<file path="src/rtl/sme_pkg.sv">
// ----------------------------------------------------------------------------
// sme_pkg: shared types and codes for the stack machine executor
// Opcodes, status codes, payload structs and controller/datapath links
// ----------------------------------------------------------------------------
`default_nettype none

package sme_pkg;

  typedef enum logic [3:0] {
    OP_SWAP  = 4'd0,
    OP_POP   = 4'd1,
    OP_DUP   = 4'd2,
    OP_ADD   = 4'd3,
    OP_SUB   = 4'd4,
    OP_MUL   = 4'd5,
    OP_DIV   = 4'd6,
    OP_CMP   = 4'd7,
    OP_NEG   = 4'd8,
    OP_PUSH  = 4'd9,
    OP_READ  = 4'd10,
    OP_PRINT = 4'd11,
    OP_STOP  = 4'd12
  } opcode_e;

  typedef enum logic [2:0] {
    ST_OK    = 3'd0,
    ST_UNDER = 3'd1,
    ST_OVER  = 3'd2,
    ST_DIVZ  = 3'd3,
    ST_HALT  = 3'd4
  } status_e;

  typedef struct packed {
    logic        [3:0]  cmd;
    logic signed [63:0] immediate;
    logic signed [63:0] read_value;
  } in_item_t;

  typedef struct packed {
    logic signed [63:0] print_value;
    logic               print_valid;
    logic        [2:0]  status;
    logic               halted_flag;
    logic        [6:0]  stack_depth;
  } out_item_t;

  typedef enum logic [2:0] {
    S_IDLE,
    S_READ,
    S_DECIDE,
    S_ITER,
    S_FIX,
    S_WRITE,
    S_OUT
  } state_e;

  // controller to datapath
  typedef struct packed {
    logic load;      // capture input transaction
    logic rd_issue;  // start reads of top and second
    logic rd_top;    // capture top read data
    logic rd_sec;    // capture second read data
    logic it_start;  // initialise mul/div unit
    logic it_step;   // one mul/div step
    logic it_fix;    // sign fix of quotient
    logic wr_a;      // first stack write
    logic wr_b;      // second stack write (swap)
    logic commit;    // update pointer and halted, build result
  } dp_cmd_t;

  // datapath to controller
  typedef struct packed {
    logic it_done;
    logic is_muldiv;
    logic err;
    logic two_writes;
    logic any_write;
  } dp_stat_t;

endpackage

`default_nettype wire

</file>
<file path="src/rtl/sme_ctrl.sv">
// ----------------------------------------------------------------------------
// sme_ctrl: instruction sequencer
// Steps one transaction through read, execute, write and result hand-off
// ----------------------------------------------------------------------------
`default_nettype none

module sme_ctrl (
  input  logic              clk_i,
  input  logic              rst_ni,
  input  logic              in_valid_i,
  output logic              in_ready_o,
  output logic              out_valid_o,
  input  logic              out_ready_i,
  input  sme_pkg::dp_stat_t stat_i,
  output sme_pkg::dp_cmd_t  cmd_o
);
  import sme_pkg::*;

  state_e state_q, state_d;
  logic   rd_phase_q, rd_phase_d;

  always_ff @(posedge clk_i or negedge rst_ni) begin
    if (!rst_ni) begin
      state_q    <= S_IDLE;
      rd_phase_q <= 1'b0;
    end else begin
      state_q    <= state_d;
      rd_phase_q <= rd_phase_d;
    end
  end

  always_comb begin
    state_d     = state_q;
    rd_phase_d  = rd_phase_q;
    cmd_o       = '0;
    in_ready_o  = 1'b0;
    out_valid_o = 1'b0;
    unique case (state_q)
      S_IDLE: begin
        in_ready_o = 1'b1;
        if (in_valid_i) begin
          cmd_o.load = 1'b1;
          state_d    = S_READ;
          rd_phase_d = 1'b0;
        end
      end
      S_READ: begin
        // phase 0: address top, phase 1: capture top, address second
        cmd_o.rd_issue = 1'b1;
        if (!rd_phase_q) begin
          rd_phase_d = 1'b1;
        end else begin
          cmd_o.rd_top = 1'b1;
          state_d      = S_DECIDE;
        end
      end
      S_DECIDE: begin
        cmd_o.rd_sec = 1'b1;
        if (stat_i.err || !stat_i.any_write) begin
          state_d = S_OUT;
          cmd_o.commit = 1'b1;
        end else if (stat_i.is_muldiv) begin
          state_d = S_ITER;
        end else begin
          state_d = S_WRITE;
        end
      end
      S_ITER: begin
        cmd_o.it_start = !rd_phase_q;
        cmd_o.it_step  = rd_phase_q;
        rd_phase_d     = 1'b1;
        if (rd_phase_q && stat_i.it_done) begin
          state_d = S_FIX;
        end
      end
      S_FIX: begin
        cmd_o.it_fix = 1'b1;
        state_d      = S_WRITE;
        rd_phase_d   = 1'b0;
      end
      S_WRITE: begin
        if (stat_i.two_writes && !rd_phase_q) begin
          cmd_o.wr_b = 1'b1;
          rd_phase_d = 1'b1;
        end else begin
          cmd_o.wr_a   = 1'b1;
          cmd_o.commit = 1'b1;
          state_d      = S_OUT;
        end
      end
      S_OUT: begin
        out_valid_o = 1'b1;
        if (out_ready_i) begin
          state_d = S_IDLE;
        end
      end
      default: state_d = S_IDLE;
    endcase
    if (state_q == S_DECIDE && state_d == S_ITER) begin
      rd_phase_d = 1'b0;
    end
    if (state_q == S_DECIDE && state_d == S_WRITE) begin
      rd_phase_d = 1'b0;
    end
  end

  a_one_side: assert property (@(posedge clk_i) disable iff (!rst_ni)
    !(in_ready_o && out_valid_o))
    else $error("input and output side active together");

  a_load_reads: assert property (@(posedge clk_i) disable iff (!rst_ni)
    (in_valid_i && in_ready_o) |=> state_q == S_READ)
    else $error("accepted transaction not sequenced");

  a_commit_out: assert property (@(posedge clk_i) disable iff (!rst_ni)
    cmd_o.commit |=> out_valid_o)
    else $error("commit without result");

endmodule

`default_nettype wire

</file>
<file path="config.mk">
export PLATFORM = sky130hd
export DESIGN_NAME = sme_ctrl
export DESIGN_NICKNAME = d
export VERILOG_FILES = /design/src/rtl/sme_pkg.sv /design/src/rtl/sme_ctrl.sv
export SDC_FILE = /design/constraint.sdc
export NUM_CORES = 1
export LEC_CHECK = 0
export BUFFER_PORTS_ARGS = -buffer_cell sky130_fd_sc_hd__buf_2
export CORE_AREA = 3 3 40 42
export DETAILED_ROUTE_END_ITERATION = 8
export DIE_AREA = 0 0 43 45
export GPL_ROUTABILITY_DRIVEN = 0
export GPL_TIMING_DRIVEN = 0
export HOLD_SLACK_MARGIN = 0.12
export PLACE_DENSITY_LB_ADDON = 0.1
export SLEW_MARGIN = 20
export SYNTH_ARGS = -nofsm -noshare
export SYNTH_HDL_FRONTEND = slang
export SYNTH_SLANG_ARGS = --single-unit
</file>
<file path="constraint.sdc">
create_clock -name clk_i -period 1.7 [get_ports clk_i]
set_clock_uncertainty 0.1 [all_clocks]
set_input_delay 0.17 -clock clk_i [delete_from_list [all_inputs] [get_ports clk_i]]
set_output_delay 0.17 -clock clk_i [all_outputs]
set_load 0.01 [all_outputs]
</file>
==> results.py <==
metrics = {
    "die": {
        "die_y_um": 45,
        "rows": 13,
        "die_x_um": 43,
        "ioPinCount": 21,
        "die-area_sq_um": 1940,
        "core_sq_um": 1280,
        "start_util": 0.345,
    },
    "clock_network": {
        "cts.path.max_buffers": 2,
        "clock_latency_ps": 230,
        "cts.sinks": 4,
        "cts_buffers": 3,
        "cts_tree": "yes",
        "clk_pin_slew_ps": 30,
        "post_cts_buffers": 0,
        "h-tree-depth": 1,
        "cts_root_buffer": "clkbuf_4",
    },
    "route": {
        "drtPass1Iterations": 4,
        "vias": 438,
        "wl_mm": 1.04,
        "drc": 0,
        "drt_iter0_drc": 11,
        "ant_nets": 0,
        "wl_per_cell_um": 11.7,
        "viasPerCell": 4.92,
    },
    "flow_run": {
        "maxCapViolCount": 0,
    },
    "placement": {
        "place_inst": 85,
        "hpwl_um": 813,
        "numPortBuffers": 20,
    },
    "setup_path": {
        "crit_path_max_fanout": 8,
        "worstPathArrival_ps": 1340,
        "crit_type": "reg2out",
        "worstSetupStartpointType": "register",
        "crit_buf_inv": 1,
        "crit_required_ps": 1430,
        "max_stage_delay_ps": 440,
        "crit_path_end_kind": "primary output",
        "cp_cell_sequence": "nand2b_1, and3_4, a21o_1, buf_2",
        "cpMaxStageDelayCell": "dfrtp_1",
        "worstReg2RegStart": "state_q[2]$_DFF_PN0_",
        "critPathTopFamily": "flip-flops",
        "startpoint": "rd_phase_q$_DFFE_PN0P_",
    },
    "synth": {
        "ys_ff_latch": 4,
        "yosys.area_share.simple": 0.418,
        "synth_nets": 59,
        "synth_top_family_by_area": "simple AND/OR/NAND/NOR gates",
        "ys_warn_count": 0,
        "yosysSeqAreaShare": 0.226,
        "synth.area.mux_share": 0,
        "syn_area_sq_um": 443,
        "syn_avg_cell_area_sq_um": 8.86,
        "yosys.area_share.adder": 0,
        "synth-compound-area-share": 0.237,
        "yosys.area_share.xor_xnor": 0,
        "syn-instance-count": 50,
        "synth_cell_type_count": 29,
    },
    "global_routing": {
        "grt_max_degree": 11,
        "grt_pass1_wl_mm": 1.68,
        "grt_pass1_vias": 379,
        "grt.overflow.total": 0,
        "busiest_layer": "met2",
        "antenna_found_initial": 0,
        "grtUsageTotal": 0.117,
        "met1_usage": 0.156,
        "met2_usage": 0.180,
        "grt_util_met3": 0.0279,
    },
    "pwr": {
        "power_density_nw_per_um2": 1860,
        "ir_worst_vdd_mv": 0.897,
        "leakage_nw": 0.312,
    },
    "layout": {
        "antenna_cells": 0,
        "mostFrequentLayoutCells": "20 x buf_2, 5 x nand2_1, 4 x buf_6, 4 x dfrtp_1",
        "syn_to_final_growth_pct": 34.2,
        "layout_commonest_cell": "buf_2",
        "drive_gt1_frac": 0.500,
        "fin_nets": 85,
        "stdcell_count": 89,
    },
    "sta": {
        "finalCritPeriodShare": 0.949,
        "worstMarginPinSlew_ps": 326,
        "relSlewSlack": 0.781,
        "period_needed_ps": 1610,
        "tns_ps": 0,
        "fmax_mhz": 620,
        "finalSetupViolations": 0,
        "rsz0062_at_grt": "no",
        "hold_viol": 0,
        "maxSlewViolCount": 0,
    },
    "run_status": {
        "status": "completed",
    },
    "min_path": {
        "hold_start": "stat_i[3]",
        "hold_path_class": "in2reg",
    },
}
[final timing paths]
kind | slack, ps | endpoint | cells past startpoint
hold reg to reg | 560 | rd_phase_q$_DFFE_PN0P_ | 1
hold / removal | 130 | state_q[1]$_DFF_PN0_ | 3
max in group asynchronous | 1190 | state_q[1]$_DFF_PN0_ | 2
setup reg to reg | 440 | state_q[1]$_DFF_PN0_ | 3
setup / recovery | 90 | cmd_o[0] | 4
min in group asynchronous | 190 | state_q[0]$_DFF_PN0_ | 2
[worst min-delay path, cell delays in order]
cell and delay (ps):
buf_2 90, o21ai_1 90, o2111ai_2 70
[per-layer routing]
layer / wire [um] / share of wire / vias to the layer above
met1: 474 / 0.46 / 197
met5: 0 / 0 / -
met4: 0 / 0 / 0
met3: 79 / 0.076 / 0
met2: 487 / 0.47 / 13
li1: - / - / 228
[through the flow]
stage	total power, mW	cell area [sq um]	hold slack [ps]	util	setup WS (ps)
global route	1.21	594	127	0.463	6.18
floorplan	0.802	443	-226	-	431
detailed placement	1.01	562	-126	0.437	320
finish	1.11	594	130	0.463	86.6
global placement	1.01	562	-124	0.437	319
CTS	1.13	594	124	0.463	68.4
[cells by family after synthesis]
group	Yosys count
AOI/OAI and AO/OA	13
buffers and inverters	6
DFF	4
and+or+nand+nor	27
[cell type report]
cell class | instances | area [sq um]
Fill cell | 135 | 691
Multi-Input combinational cell | 40 | 290
Timing Repair Buffer | 21 | 110
Sequential cell | 4 | 100
Buffer | 4 | 45.0
Clock buffer | 3 | 22.5
Tap cell | 15 | 18.8
Inverter | 2 | 7.51
[report_power, final]
part           internal [mW]  switching, mW  total, mW
Sequential             0.147         0.0515      0.198
Combinational          0.421          0.376      0.798
Clock                 0.0785         0.0324      0.111
[flip-flops by register name (all words and copies together), names as in the netlist]
name        count
state_q         3
rd_phase_q      1
[timing repair]
item	in CTS	in global routing
resized for setup	0	0
hold endpoints to repair	4	0
hold buffers	1	0
[cells in the mapped netlist, drive strengths merged]
library cell | instances | area share
a21oi | 2 | 0.023
o31ai | 1 | 0.017
nand3b | 2 | 0.034
o21ai | 3 | 0.034
o2111ai | 1 | 0.034
and2b | 4 | 0.085
a2bb2oi | 1 | 0.034
nor3 | 2 | 0.045
a21o | 1 | 0.017
buf | 4 | 0.10
a211o | 1 | 0.020
dfrtp | 4 | 0.23
o22a | 1 | 0.020
inv | 2 | 0.017
nor2 | 3 | 0.025
a21boi | 1 | 0.017
nand3 | 1 | 0.011
nor3b | 2 | 0.045
nand2b | 3 | 0.042
nor2b | 1 | 0.014
a32o | 1 | 0.023
nand2 | 5 | 0.042
and3 | 2 | 0.040
and2 | 2 | 0.034
No activity file was read; power rests on OpenSTA's default activity.
